<file path="src/design/szc_pkg.sv">
package szc_pkg;

	localparam int ZONE_SLOTS_DEF = 64;
	localparam int WINDOW_SLOTS_DEF = 32;

	localparam logic [2:0] OP_INSERT = 3'd0;
	localparam logic [2:0] OP_WRITE_WIN = 3'd1;
	localparam logic [2:0] OP_RESOLVE = 3'd2;
	localparam logic [2:0] OP_READ_ZONE = 3'd3;
	localparam logic [2:0] OP_CLEAR = 3'd4;

	localparam logic [1:0] ST_OK = 2'd0;
	localparam logic [1:0] ST_OFF_SCREEN = 2'd1;
	localparam logic [1:0] ST_FULL = 2'd2;

	localparam logic [1:0] REG_SCREEN_W = 2'd0;
	localparam logic [1:0] REG_SCREEN_H = 2'd1;
	localparam logic [1:0] REG_WIN_COUNT = 2'd2;

	typedef struct packed {
		logic [2:0] opcode;
		logic [5:0] slot;
		logic signed [15:0] rect_x;
		logic signed [15:0] rect_y;
		logic [14:0] rect_width;
		logic [14:0] rect_height;
		logic visible;
	} cmd_t;

	typedef struct packed {
		logic [1:0] status;
		logic signed [15:0] zone_x;
		logic signed [15:0] zone_y;
		logic [14:0] zone_width;
		logic [14:0] zone_height;
		logic [5:0] zone_owner;
		logic [6:0] zone_total;
	} res_t;

	typedef struct packed {
		logic [5:0] owner;
		logic signed [15:0] x;
		logic signed [15:0] y;
		logic [14:0] w;
		logic [14:0] h;
	} zone_t;

	typedef struct packed {
		logic signed [15:0] x;
		logic signed [15:0] y;
		logic [14:0] w;
		logic [14:0] h;
	} win_t;

	typedef struct packed {
		logic signed [17:0] x;
		logic signed [17:0] y;
		logic signed [17:0] w;
		logic signed [17:0] h;
	} cand_t;

	typedef struct packed {
		logic off;
		logic signed [15:0] x;
		logic signed [15:0] y;
		logic [14:0] w;
		logic [14:0] h;
	} clip_t;

endpackage

</file>
<file path="src/design/szc_clip.sv">
module szc_clip (
	input szc_pkg::cand_t cand,
	input logic [14:0] screen_width,
	input logic [14:0] screen_height,
	output szc_pkg::clip_t clip
);

	logic signed [17:0] sw, sh;
	logic signed [17:0] x1, w1, w2, y1, h1, h2;

	always_comb begin
		sw = signed'({3'b000, screen_width});
		sh = signed'({3'b000, screen_height});
		clip.off = (cand.x >= sw) || (cand.y >= sh) ||
			(cand.x + cand.w <= 18'sd0) || (cand.y + cand.h <= 18'sd0);
		if (cand.x < 18'sd0) begin
			w1 = cand.w + cand.x;
			x1 = 18'sd0;
		end else begin
			w1 = cand.w;
			x1 = cand.x;
		end
		w2 = (x1 + w1 > sw) ? sw - x1 : w1;
		if (w2 < 18'sd0) begin
			w2 = 18'sd0;
		end
		if (cand.y < 18'sd0) begin
			h1 = cand.h + cand.y;
			y1 = 18'sd0;
		end else begin
			h1 = cand.h;
			y1 = cand.y;
		end
		h2 = (y1 + h1 > sh) ? sh - y1 : h1;
		if (h2 < 18'sd0) begin
			h2 = 18'sd0;
		end
		clip.x = x1[15:0];
		clip.y = y1[15:0];
		clip.w = w2[14:0];
		clip.h = h2[14:0];
	end

endmodule

</file>
<file path="config.mk">
export PLATFORM = sky130hd
export DESIGN_NAME = szc_clip
export DESIGN_NICKNAME = d
export VERILOG_FILES = /design/src/design/szc_pkg.sv /design/src/design/szc_clip.sv
export SDC_FILE = /design/constraint.sdc
export NUM_CORES = 1
export LEC_CHECK = 0
export ABC_AREA = 1
export BUFFER_PORTS_ARGS = -buffer_cell sky130_fd_sc_hd__buf_2
export CAP_MARGIN = 10
export CORE_MARGIN = 1.5
export CORE_UTILIZATION = 60
export DETAILED_ROUTE_END_ITERATION = 6
export PLACE_DENSITY = 0.88
export SKIP_LAST_GASP = 1
export SLEW_MARGIN = 20
export SYNTH_ARGS = -nofsm -noshare
export SYNTH_HDL_FRONTEND = slang
export SYNTH_SLANG_ARGS = --single-unit
</file>
<file path="constraint.sdc">
create_clock -name vclk -period 10.3
set_input_delay 2.06 -clock vclk [all_inputs]
set_output_delay 2.06 -clock vclk [all_outputs]
set_load 0.005 [all_outputs]
</file>
======== Word-level counts from Yosys, hierarchy flattened ========
Cells that the tools add are included.
word-level totals
  bits in registers ....................... 0
  bits of input ports ..................... 102
  output and inout bits ................... 63
operators by class
  $add $sub $neg .......................... 6
  $lt $le $gt $ge ......................... 10
  mux-type cells .......................... 8
  reductions and logical operators ........ 3
operator list
  kind                 number
  $mux 18              6
  $add 18x18->18       4
  $lt 18x1->1 const B  4
  $ge 18x16->1         2
  $gt 18x16->1         2
  $le 18x1->1 const B  2
  $sub 16x18->18       2
  $mux 15              2
  $logic_or 1x1->1     3

======== Logic depth before layout (Yosys ltp) ========
  word-level depth ........................ 7
  depth in mapped cells ................... 35
  depth with buffers taken out ............ 34

======== Worst setup path after synthesis ========
OpenSTA, ideal clock, no wires.
  kind .................................... in2out
  start point ............................. input cand[0] (netlist name)
  end point ............................... output clip[10] (netlist name)
  data arrival time ....................... 5.913 ns
  setup slack ............................. 2.327 ns
  stages .................................. 31
  path buffers ............................ 1
  cells stage by stage .................... ha_1 > inv_1 > fa_1 > inv_1 > nand3_1 > nand2_1 > nand2_1 > nand2_1 > xnor2_1 > o21ai_0 > ha_1 > nand4_1 > o21ai_2 > inv_1 > o21ai_0 > nand2_1 > nor2_1 > nor2_1 > xnor2_1 > ha_1 > a21oi_1 > o21a_1 > nand2_1 > nand2_1 > nand2_1 > nand2_1 > nand3_4 > a21o_1 > nand2_2 > buf_6 > nor2_1
RTL lines
  item         RTL line       RTL
  from (decl)  szc_clip.sv:2  input szc_pkg::cand_t cand,
  to (decl)    szc_clip.sv:5  output szc_pkg::clip_t clip

==> out/metrics.cfg <==
[critical_path]
end_kind=output port
cp_slowest_cell=clkinv_1
cp_slowest_stage_delay_ns=0.78
path_common_cell=nand2_1
start_kind=primary input
worst-path-buf-inv=4
path_max_fanout=31
critPathTopFamily=simple AND/OR/NAND/NOR gates
crit_arrival_ns=7.03
crit_required_ns=8.24
critPathLaunch=cand[71]
crit_type=in -> out

[synthesis]
synth_area_per_cell_um2=5.510
seq_area_frac_synth=0
synth_nets=1776
syn-cell-area_um2=8304
ys_types=37
synth-warning-count=0
synthCells=1507

[min_path]
min_path_type=in -> out
hp-start=cand[36]

[power_and_ir_drop]
fin_total_pwr_uw=797.9
power.density_nw_per_um2=86.24
peakVddDrop_uv=57.67
cellLeakagePower_nw=5.709

[sta]
slew_viol_final=0
fin_hold_ws_ns=4.530
setup_violations=0
worst_slew_pin_slew_ns=0.8137
fmax_ghz=0.1100
fin_setup_tns_ns=0
fin_crit_ns=9.091
finalCritPeriodShare=0.8826
slew_headroom=0.4542
rsz0062_at_grt=false
hold_viol_final=0

[finish]
n_clock_buffer=0
seq_area_um2=0
drive_above_1_share=0.1239
layout_commonest_cell=nand2_1
fin_util=0.6905
fillCellCount=1309
fin_area_um2=9253
multi_input_area_um2=7282
final_nets=1925
flops_and_latches=0
final_cell_mix=480 x nand2_1, 242 x inv_1, 165 x buf_2
syn_to_final_growth_pct=11.42

[routing]
routedWlPerCell_um=15.24
vias_per_cell=5.544
first_pass_iters=6
dr_total_vias=10160
ant_nets=0
drc=0
drt_wl_total_mm=27.92
drt-initial-drc-count=727

[place]
place_congestion=1.123
port-buffer-count=165
placed_area_um2=9248
hpwlAfterDp_mm=24.56

[clock_tree]
post-cts-setup-buffers=0
cts_resized=0
ctsHoldBuffers=0

[die]
placementRows=42
die_w_um=120.6
die_area_um2=14560
io_pins=165
core-area_um2=13400
die_height_um=120.6
start_util=0.6197

[grt]
grt_pass1_vias=9573
grt_pass1_wl_mm=44.48
grt_max_degree=32
grt_remaining_overflow=0
grt_antenna_before_repair=2
grt_use_total=0.3792

[run_status]
status=complete, no violations

[flow_run]
maxCapViolations=0

-- per-stage QoR --
stage          std cells  setup WS [ns]
4_1_cts             1830          1.285
2_1_floorplan       1507          2.327
5_1_grt             1830         0.7133
3_3_place_gp        1830          1.392
6_report            1832          1.209
3_5_place_dp        1830          1.294
-- cells by family after synthesis --
family                     after synthesis  synth area share
AOI/OAI and AO/OA                      203            0.1364
xor gates and xnor gates                69           0.07277
adders and majority gates              167            0.2570
buffers and inverters                  262            0.1231
and+or+nand+nor                        806            0.4107
-- per-layer routing --
metal,track usage,share of wire,up-vias
met2,0.7049,0.47,470
met4,0.2603,0.080,0
li1,-,-,5147
met5,0,0,-
met3,0.02170,0.060,122
met1,0.4094,0.39,4418
-- synth_stat cells (10+ instances only) --
cell type	number	area, um^2
a21o_1	10	75.07
nor3_1	19	95.09
inv_1	242	908.4
nand2_1	480	1802
a21oi_1	97	485.5
o21ai_0	59	295.3
o21bai_1	12	90.09
or2_2	11	68.82
xor2_1	30	262.8
xnor2_1	39	341.6
nand4_1	13	81.33
nand3_1	105	525.5
nor2_1	140	525.5
ha_1	161	2014
-- worst paths after layout --
kind / depth (start not counted) / endpoint / slack [ns]
min: 4 / clip[30] / 4.53
max: 26 / clip[29] / 1.21
-- where the power goes --
part           switching, mW  internal (mW)  leakage (nW)
logic                  0.498          0.300          5.71
clock network              0   0.0000000260     0.0000127
registers                  0              0             0
-- layout make-up --
type	instances	share of cell area
inverter	243	0.09858
tap	176	0.02380
antenna	2	0.0005409
multi-input combinational	1245	0.7870
timing repair buffer	166	0.09006
Note: power is estimated with default switching activity, not from simulation.
