--- config.mk ---
export PLATFORM = sky130hd
export DESIGN_NAME = szc_ram
export DESIGN_NICKNAME = d
export VERILOG_FILES = /design/src/design/szc_ram.sv
export SDC_FILE = /design/constraint.sdc
export NUM_CORES = 1
export LEC_CHECK = 0
export ABC_CLOCK_PERIOD_IN_PS = 2500
export BUFFER_PORTS_ARGS = -buffer_cell sky130_fd_sc_hd__clkbuf_2
export CAP_MARGIN = 10
export CORE_ASPECT_RATIO = 0.7
export CORE_MARGIN = 10
export CORE_UTILIZATION = 50
export CTS_BUF_LIST = sky130_fd_sc_hd__clkbuf_4 sky130_fd_sc_hd__clkbuf_8 sky130_fd_sc_hd__clkbuf_16
export DETAILED_ROUTE_END_ITERATION = 10
export PLACE_DENSITY_LB_ADDON = 0.05
export SLEW_MARGIN = 15
export SYNTH_ARGS = -nofsm -noshare
export SYNTH_HDL_FRONTEND = slang
export SYNTH_SLANG_ARGS = --single-unit
--- constraint.sdc ---
create_clock -name clk -period 2.5 [get_ports clk]
set_input_delay 0.375 -clock clk [delete_from_list [all_inputs] [get_ports clk]]
set_output_delay 0.375 -clock clk [all_outputs]
set_load 0.01 [all_outputs]
--- src/design/szc_ram.sv ---
module szc_ram #(
	parameter int WIDTH = 8,
	parameter int DEPTH = 16
) (
	input logic clk,
	input logic we,
	input logic [(DEPTH > 1 ? $clog2(DEPTH) : 1)-1:0] waddr,
	input logic [WIDTH-1:0] wdata,
	input logic [(DEPTH > 1 ? $clog2(DEPTH) : 1)-1:0] raddr,
	output logic [WIDTH-1:0] rdata
);

	logic [WIDTH-1:0] mem_q [DEPTH];

	always_ff @(posedge clk) begin
		if (we) begin
			mem_q[waddr] <= wdata;
		end
		rdata <= mem_q[raddr];
	end

endmodule

======== Word-level counts from Yosys, hierarchy flattened ========
Memories as Yosys holds them, arrays and structs flattened. A register that Yosys moved wholly into a read port is not among the register bits.
Index checks and enable logic that the tools add are counted.
Widths: inputs -> output; s select.
word-level totals
  memories ................................ 1
  RAM bits ................................ 128
  register bits ........................... 0
  output and inout bits ................... 8
memory list
  name   depth  width  rd ports  clocked after memory_dff  wr ports  RTL line  source
  mem_q  16     8      1         1                         1         13        logic [WIDTH-1:0] mem_q [DEPTH];
operators by class
  multiplexer cells ....................... 2
operators with widths
  kind    number
  $mux 1  2

======== Longest topological paths before layout ========
Gate-level depths: netlist of the first run.
  word-level depth ........................ 2
  gate-level depth with buffers ........... 5
  gate-level depth less buffers ........... 3

======== Worst setup path after synthesis of the first run ========
Ideal clock, no wire load.
  path type ............................... input port to flip-flop
  start ................................... in waddr[2] (netlist name)
  end ..................................... mem mem_q[0][0], enable pin
  data arrival time ....................... 1485 ps
  required time ........................... 2117 ps
  cell stages on the path ................. 2
  path slack .............................. 632 ps
  path through ............................ or3b_2 > nor3_1
RTL lines
  element          RTL line  source
  start, declared  7         input logic [(DEPTH > 1 ? $clog2(DEPTH) : 1)-1:0] waddr,
  end, declared    13
No word-level cell before the write port.

==> results of run 1 <==
-- kinds of logic after synthesis --
family          after synthesis  synth area share [%]
simple gates                 35                  3.18
flops                       136                  77.8
mux                          32                  15.0
buf+inv                      10                  1.68
compound gates               16                  2.33
-- stage by stage --
| stage | std cells | instance area (um2) |
|---|---|---|
| finish | 426 | 6100 |
| global route | 426 | 6100 |
| CTS | 426 | 6100 |
| detailed placement | 394 | 5520 |
| global placement | 394 | 5520 |
| floorplan | 229 | 5150 |
-- power breakdown --
part | total [mW] | switching, mW | leakage (nW) | internal [mW]
Clock | 2.38 | 0.831 | 0.296 | 1.54
Combinational | 0.243 | 0.140 | 0.594 | 0.103
Sequential | 2.57 | 0.0158 | 1.22 | 2.55
-- worst max-delay path: cells and delay by family --
kind,cells,cell delay [ns]
AND/OR/NAND/NOR,1,0.08
buffers and inverters,3,0.65
multiplexers,1,0.50
AO/OA/AOI/OAI,1,0.32
-- worst max-delay path by stage --
| stage | from | to | depth (start not counted) |
|---|---|---|---|
| 2_1_floorplan | waddr[2] | mem_q[0][0] | 2 |
| 3_3_place_gp | raddr[0] | rdata[2] | 6 |
| 3_5_place_dp | raddr[0] | rdata[2] | 6 |
| 4_1_cts | raddr[0] | rdata[2] | 6 |
| 5_1_grt | raddr[0] | rdata[2] | 6 |
| 6_report | raddr[0] | rdata[2] | 6 |
-- cell usage after synthesis --
| cell | n |
|---|---|
| edfxtp_1 | 128 |
| mux4_2 | 18 |
| a22oi_1 | 16 |
| mux4_1 | 14 |
| nor2_1 | 13 |
| nand2_1 | 9 |
| dfxtp_1 | 8 |
| nor3_1 | 4 |
| buf_2 | 3 |
| buf_6 | 3 |
| clkdlybuf4s25_2 | 3 |
| nand2b_1 | 2 |
| nand3b_1 | 2 |
| and2_1 | 1 |
| and2b_1 | 1 |
| buf_4 | 1 |
| nand3_1 | 1 |
| nor2b_1 | 1 |
| or3b_2 | 1 |
-- metal layers --
| metal | GRT usage [%] | part of all wire, % |
|---|---|---|
| met1 | 21.6 | 45 |
| met2 | 19.3 | 43 |
| met3 | 5.43 | 11 |
| met4 | 3.97 | 1.2 |
| met5 | 0 | 0 |
-- sequential cells by signal, indices dropped and copies added (netlist names) --
signal,cells
mem_q,128
rdata,8
-- layout make-up --
| cell class | instances | area [um2] | area share [%] |
|---|---|---|---|
| Sequential cell | 136 | 4000 | 65.6 |
| Multi-Input combinational cell | 83 | 1060 | 17.3 |
| Clock buffer | 28 | 533 | 8.73 |
| Timing Repair Buffer | 47 | 303 | 4.96 |
| Tap cell | 128 | 160 | 2.62 |
| Clock inverter | 4 | 45.0 | 0.738 |
==> results.json, run 1 <==
{
  "grt_pass1_vias": 2505,
  "crit_path_max_incr_delay_ns": 0.50,
  "cp_cell_sequence": "clkbuf_2 -> buf_12 -> buf_4 -> mux4_2 -> a22oi_1 -> nand2_1",
  "synth_area_leader_cell": "edfxtp_1",
  "initial_core_util_pct": 52.1,
  "cp.arrival_ns": 1.94,
  "hold_class": "input port to register",
  "htreeDepth": 4,
  "clk_pin_slew_ns": 0.05,
  "fin_nets": 303,
  "ys_seq_area_share_pct": 77.8,
  "cts_setup_buffers": 0,
  "die_x_um": 141,
  "netlist_instances": 229,
  "yosys_warnings": 0,
  "fin_tns_setup_ns": 0,
  "clock-sinks": 136,
  "wire_per_inst_um": 23.8,
  "setup.worst_path.class": "input port to register",
  "die-area_mm2": 0.0148,
  "place_ws_ns": 0.449,
  "worst_slack_ns": 0.837,
  "vias_per_cell": 5.60,
  "cts-hold-fix-buffers": 0,
  "rr_endpoint": "rdata[2]",
  "place_congestion": 0.756,
  "outcome": "finished clean",
  "port_buffers": 25,
  "vdd_ir_drop_max_mv": 0.644,
  "endpoint_kind": "register",
  "reg2reg_depth": 3,
  "syn_area_per_cell_um2": 22.5,
  "whs_endpoint": "mem_q[6][6]",
  "ios": 26,
  "cap_viol_max_count": 0,
  "fillers": 680,
  "clock_skew_ns": 0.00523,
  "hold_slack_ns": 0.399,
  "cts_buffer_depth": 2,
  "power.density_mw_per_mm2": 850,
  "hold_viol": 0,
  "antenna_found_initial": 0,
  "cp_data_required_time_ns": 2.78,
  "hp-start": "wdata[6]",
  "totalWireLength_um": 10100,
  "reg2reg_from": "mem_q[10][2]",
  "dp_hpwl_um": 6620,
  "clock_latency_ns": 0.41,
  "drive_above_1_share_pct": 32.9,
  "holdPathStages": 1,
  "dr_total_vias": 2384,
  "cts_tree": "built",
  "diodes": 0,
  "netlist_area_mm2": 0.00515,
  "grt_max_degree": 26,
  "mappedNetlistNets": 247,
  "grt_pass1_wl_um": 15700,
  "cts_root_buf": "clkbuf_16",
  "p_leak_nw": 2.11,
  "die-height_um": 105,
  "setup_viol": 0,
  "fmax_mhz": 601,
  "r2r_slack_ns": 1.06,
  "rows": 30,
  "fin_crit_ns": 1.66,
  "grt_setup_unrepaired": "no",
  "start_kind": "input port",
  "max-slew-margin-rel_pct": 50.9,
  "worst_pin_slew_ns": 0.735,
  "ys_types": 19,
  "grt.overflow.total": 0,
  "critPathMaxFanout": 25,
  "final_common_cell": "edfxtp_1",
  "fin_crit_sh_pct": 66.5,
  "synthTopCellsByArea": "edfxtp_1 (75%), mux4_2 (7.9%), mux4_1 (7.1%), dfxtp_1 (3.1%), a22oi_1 (2.3%)",
  "coreArea_mm2": 0.00987,
  "area_delta_synth_final_pct": 18.5,
  "drtPass1Iterations": 4,
  "drtIter0Drc": 249,
  "slew_viol_final": 0,
  "synth_top_area_share_pct": 74.7,
  "cp_slowest_cell": "mux4_2",
  "antenna_left": 0,
  "layout_common_cells": "edfxtp_1 (128), clkbuf_2 (25), buf_4 (21)",
  "power_mw": 5.19,
  "cts_buffers": 17,
  "cts_resized": 0,
  "ys_seq_elements": 136,
  "drc": 0,
  "fin_util_pct": 61.8,
  "grtUsageTotal_pct": 14.5
}
Note: power is estimated with default switching activity, not from simulation.
==> inputs of run 2 (changes only) <==
--- a/config.mk
+++ b/config.mk
@@ -5,7 +5,7 @@
 export SDC_FILE = /design/constraint.sdc
 export NUM_CORES = 1
 export LEC_CHECK = 0
-export ABC_CLOCK_PERIOD_IN_PS = 2500
+export ABC_CLOCK_PERIOD_IN_PS = 1700
 export BUFFER_PORTS_ARGS = -buffer_cell sky130_fd_sc_hd__clkbuf_2
 export CAP_MARGIN = 10
 export CORE_ASPECT_RATIO = 0.7
==> constraint.sdc (replaced) <==
create_clock -name clk -period 1.7 [get_ports clk]
set_input_delay 0.255 -clock clk [delete_from_list [all_inputs] [get_ports clk]]
set_output_delay 0.255 -clock clk [all_outputs]
set_load 0.01 [all_outputs]
==> run 2 against run 1 <==
  * Count of clock-buffer cells in the layout fell by 8
  * Final cell count decreased by 0.23%
  * Clock power rose by 55%
  * Global-route usage down 0.14 points
  * Wire length increased by 0.89%
  * Critical endpoint is now rdata[0]
  * Largest cell class unchanged
==> results.json, run 2 (synthesis results as in run 1) <==
{
  "port_buffers": 25,
  "htreeDepth": 4,
  "ios": 26,
  "cts_buffers": 17,
  "grt_pass1_vias": 2505,
  "cp.arrival_ns": 1.64,
  "fillers": 687,
  "crit_start": "mem_q[11][0]",
  "layout_common_cells": "edfxtp_1 (128), clkbuf_2 (25), buf_4 (19)",
  "fmax_mhz": 742,
  "die-area_mm2": 0.0148,
  "clock_latency_ns": 0.41,
  "setup.worst_path.class": "register to register",
  "grtUsageTotal_pct": 14.4,
  "drtIter0Drc": 257,
  "dr_total_vias": 2466,
  "p_sw_mw": 1.54,
  "cap_viol_max_count": 0,
  "drtPass1Iterations": 5,
  "whs_endpoint": "mem_q[14][2]",
  "power.density_mw_per_mm2": 1280,
  "switching_share_pct": 19.6,
  "hold_class": "input port to register",
  "vdd_ir_drop_max_mv": 0.804,
  "cts_setup_buffers": 0,
  "outcome": "finished clean",
  "die_x_um": 141,
  "reg2reg_from": "mem_q[11][0]",
  "cts_resized": 0,
  "vias_per_cell": 5.80,
  "final_cells": 425,
  "internal-power_mw": 6.30,
  "antenna_left": 0,
  "rows": 30,
  "reg2reg_depth": 3,
  "worst_pin_slew_ns": 0.696,
  "fin_util_pct": 62.2,
  "power_mw": 7.84,
  "cts_buffer_depth": 2,
  "r2r_slack_ns": 0.35,
  "clock-sinks": 136,
  "place_congestion": 0.755,
  "hold_viol": 0,
  "grt_max_degree": 33,
  "initial_core_util_pct": 52.1,
  "cp_data_required_time_ns": 1.99,
  "slew_viol_final": 0,
  "totalWireLength_um": 10200,
  "diodes": 0,
  "clk_pin_slew_ns": 0.06,
  "place_inst": 393,
  "pwr-share-comb_pct": 4.6,
  "drc": 0,
  "hold_slack_ns": 0.287,
  "cts-hold-fix-buffers": 0,
  "power_frac_clock_pct": 47.2,
  "largest_reg_flops": 128,
  "antenna_found_initial": 0,
  "setup_viol": 0,
  "place_ws_ns": 0.0444,
  "final_common_cell": "edfxtp_1",
  "start_kind": "register",
  "fin_crit_sh_pct": 79.3,
  "grt.overflow.total": 0,
  "place_area_mm2": 0.00553,
  "p_leak_nw": 2.11,
  "wire_per_inst_um": 24.1,
  "grt_pass1_wl_um": 15500,
  "worst_slack_ns": 0.351,
  "reg.largest.list": "mem_q (128), rdata (8)",
  "critPathMaxFanout": 1,
  "area_delta_synth_final_pct": 19.4,
  "fin_nets": 302,
  "endpoint_kind": "register",
  "seqPwrFrac_pct": 48.2,
  "cts_root_buf": "clkbuf_16",
  "drive_above_1_share_pct": 33.0,
  "coreArea_mm2": 0.00987,
  "holdPathStages": 1,
  "regMostFlops": "mem_q",
  "clock_skew_ns": 0.0109,
  "fin_tns_setup_ns": 0,
  "fin_crit_ns": 1.35,
  "grt_setup_unrepaired": "no",
  "die-height_um": 105,
  "hp-start": "wdata[2]",
  "post-route-cell-area_mm2": 0.00614,
  "rr_endpoint": "rdata[0]",
  "max-slew-margin-rel_pct": 53.5,
  "cts_tree": "built"
}
-- run 2: cell types whose count changed in the layout (fill, tap and decap cells not counted), sizes merged --
| cell | previous run | this run |
|---|---|---|
| clkbuf | 53 | 45 |
| bufinv | 1 | 3 |
| clkinv | 3 | 5 |
| inv | 0 | 1 |
| buf | 22 | 21 |
| clkinvlp | 0 | 3 |
-- run 2: cell type report --
class	instances	area, um2	share of cell area, %
repair buffers	46	308	5.01
well taps	128	160	2.61
clock inverters	12	150	2.44
flip-flops and latches	136	4000	65.2
clock buffers	20	460	7.49
multi-input cells	83	1060	17.3
-- run 2: worst max-delay path by stage --
stage | cells after the start | endpoint | slack, ns
floorplan | 2 | mem_q[3][0] | 0.18
global placement | 5 | rdata[3] | 0.02
detailed placement | 5 | rdata[3] | 0.04
CTS | 3 | rdata[7] | 0.37
global route | 3 | rdata[4] | 0.31
finish | 3 | rdata[0] | 0.35
-- run 2: power by group through the flow --
stage	sequential (mW)	combinational, mW	clock [mW]
floorplan	3.84	0.191	0
global placement	3.85	0.361	0
detailed placement	3.85	0.362	0
CTS	3.78	0.364	3.76
global route	3.78	0.390	3.92
finish	3.78	0.357	3.70
-- run 2: metal layers --
| layer | global-route usage, % | vias up | part of all wire (%) |
|---|---|---|---|
| met2 | 19.3 | 99 | 43 |
| met3 | 4.43 | 13 | 8.1 |
| met5 | 0 | - | 0 |
| met4 | 5.74 | 0 | 1.6 |
| li1 | - | 1084 | - |
| met1 | 21.1 | 1270 | 48 |
-- run 2: critical path, stage by stage, from the launching register on --
cell	delay (ns)
edfxtp_1	0.35
mux4_2	0.49
a22oi_1	0.31
nand2_1	0.08
==> inputs of run 3 (changes only) <==
--- a/config.mk
+++ b/config.mk
@@ -5,7 +5,7 @@
 export SDC_FILE = /design/constraint.sdc
 export NUM_CORES = 1
 export LEC_CHECK = 0
-export ABC_CLOCK_PERIOD_IN_PS = 1700
+export ABC_CLOCK_PERIOD_IN_PS = 1100
 export BUFFER_PORTS_ARGS = -buffer_cell sky130_fd_sc_hd__clkbuf_2
 export CAP_MARGIN = 10
 export CORE_ASPECT_RATIO = 0.7
==> constraint.sdc (replaced) <==
create_clock -name clk -period 1.1 [get_ports clk]
set_input_delay 0.165 -clock clk [delete_from_list [all_inputs] [get_ports clk]]
set_output_delay 0.165 -clock clk [all_outputs]
set_load 0.01 [all_outputs]
==> run 3 against run 2 <==
  * The flow now finishes with violations (negative setup slack)
  * Clock power increased by 53%
  * Worst setup slack lost 0.51 ns
  * Final cell count up 1.9%
  * Worst hold slack got worse by 0.088 ns
  * Global-route usage up 0.71 points
  * Wire length rose by 2.0%
==> results.json, run 3 (synthesis results as in run 1) <==
{
  "max-slew-margin-rel_pct": 32.4,
  "regMostFlops": "mem_q",
  "cap_viol_max_count": 0,
  "drive_above_1_share_pct": 48.2,
  "hold_slack_ns": 0.200,
  "power.density_mw_per_mm2": 1890,
  "place_congestion": 0.749,
  "slew_viol_final": 0,
  "grt_max_degree": 18,
  "endpoint_kind": "register",
  "totalWireLength_um": 10400,
  "cp.arrival_ns": 1.54,
  "antenna_left": 0,
  "switching_share_pct": 19.6,
  "grt.overflow.total": 0,
  "drc": 0,
  "diodes": 0,
  "ios": 26,
  "die_x_um": 141,
  "die-area_mm2": 0.0148,
  "hold_viol": 0,
  "critPathMaxFanout": 1,
  "clock_skew_ns": 0.00724,
  "fin_crit_ns": 1.26,
  "setup.worst_path.class": "register to register",
  "dp_hpwl_um": 6840,
  "fin_nets": 310,
  "drtIter0Drc": 200,
  "vdd_ir_drop_max_mv": 1.40,
  "seqPwrFrac_pct": 48.0,
  "initial_core_util_pct": 52.1,
  "start_kind": "register",
  "cts_tree": "built",
  "rows": 30,
  "cp_data_required_time_ns": 1.39,
  "p_leak_nw": 2.15,
  "grtUsageTotal_pct": 15.1,
  "worst_slack_ns": -0.156,
  "cts_buffers": 17,
  "largest_reg_flops": 128,
  "layout_common_cells": "edfxtp_1 (128), mux4_2 (32), clkbuf_2 (24)",
  "cts_root_buf": "clkbuf_16",
  "violations": "negative setup slack",
  "pwr-share-comb_pct": 5.5,
  "power_frac_clock_pct": 46.5,
  "internal-power_mw": 9.77,
  "setup_viol": 8,
  "htreeDepth": 4,
  "grt_setup_unrepaired": "yes",
  "clk_pin_slew_ns": 0.06,
  "vias_per_cell": 5.57,
  "grt_pass1_vias": 2627,
  "fmax_mhz": 796,
  "antenna_found_initial": 0,
  "die-height_um": 105,
  "place_area_mm2": 0.00575,
  "worst_pin_slew_ns": 1.01,
  "reg.largest.list": "mem_q (128), rdata (8)",
  "outcome": "complete, but fails checks",
  "fin_tns_setup_ns": -1.00,
  "cts-hold-fix-buffers": 0,
  "drtPass1Iterations": 4,
  "clock-sinks": 136,
  "area_delta_synth_final_pct": 24.6,
  "port_buffers": 25,
  "grt_pass1_wl_um": 16300,
  "wire_per_inst_um": 24.1,
  "dr_total_vias": 2413,
  "hold_class": "input port to register",
  "cts_setup_buffers": 0,
  "cts_buffer_depth": 2,
  "clock_latency_ns": 0.41,
  "p_sw_mw": 2.39,
  "final_common_cell": "edfxtp_1",
  "post-route-cell-area_mm2": 0.00641,
  "fin_crit_sh_pct": 114,
  "coreArea_mm2": 0.00987
}
==> run 3: changes by cell type in the layout (fill, tap and decap cells not counted), moves of 12 or more <==
cell     delta
a22oi_1    -12
mux4_2     +14
a22oi_2    +12
buf_12     +12
mux4_1     -14
==> run 3: cell type report <==
cell class	instances	area, um2
fill	674	3460
timing repair buffer	54	524
clock buffer	22	463
sequential	136	4010
clock inverter	10	130
tap	128	160
multi-input combinational	83	1130
==> run 3: critical path, cell delays in order, from the launching register on <==
cell      delay [ns]
edfxtp_1        0.36
mux4_2          0.50
a22oi_2         0.18
nand2_2         0.09
==> run 3: path summary, 6_finish.rpt <==
kind               start           to  slack (ns)  cells after the start
max reg2reg  mem_q[3][2]     rdata[2]       -0.16                      3
min reg2reg  mem_q[6][4]     rdata[4]        0.67                      3
max          mem_q[3][2]     rdata[2]       -0.16                      3
min             wdata[2]  mem_q[2][2]        0.20                      1
==> run 3: stage by stage <==
stage / power, mW / utilization (%) / std cells / worst slack, ns
after floorplan: 6.27 / - / 229 / -0.168
after global placement: 6.57 / 58.3 / 401 / -0.432
after detailed placement: 6.58 / 58.3 / 401 / -0.430
after CTS: 12.2 / 64.6 / 433 / -0.167
after global routing: 12.6 / 65.0 / 433 / -0.207
final: 12.2 / 65.0 / 433 / -0.156
==> run 3: power by group through the flow <==
stage | Combinational (mW) | Clock [mW] | Sequential, mW
floorplan | 0.332 | 0 | 5.94
global placement | 0.634 | 0 | 5.94
detailed placement | 0.644 | 0 | 5.94
CTS | 0.664 | 5.72 | 5.84
global route | 0.730 | 5.99 | 5.85
finish | 0.671 | 5.65 | 5.84
==> run 3: routing by layer <==
layer	part of all wire [%]	vias up	track usage, %
met5	0	-	0
met3	7.8	4	5.65
met1	46	1240	21.4
met4	0.44	0	4.85
li1	-	1087	-
met2	46	82	20.9
==> run 3: what timing repair did <==
| action | 4_1_cts | 5_1_grt |
|---|---|---|
| endpoints found under the setup margin | 9 | 10 |
| gates cloned | 0 | 0 |
| gates resized for setup | 9 | 9 |
| pin swaps | 5 | 4 |
| hold endpoints to repair | 0 | 0 |
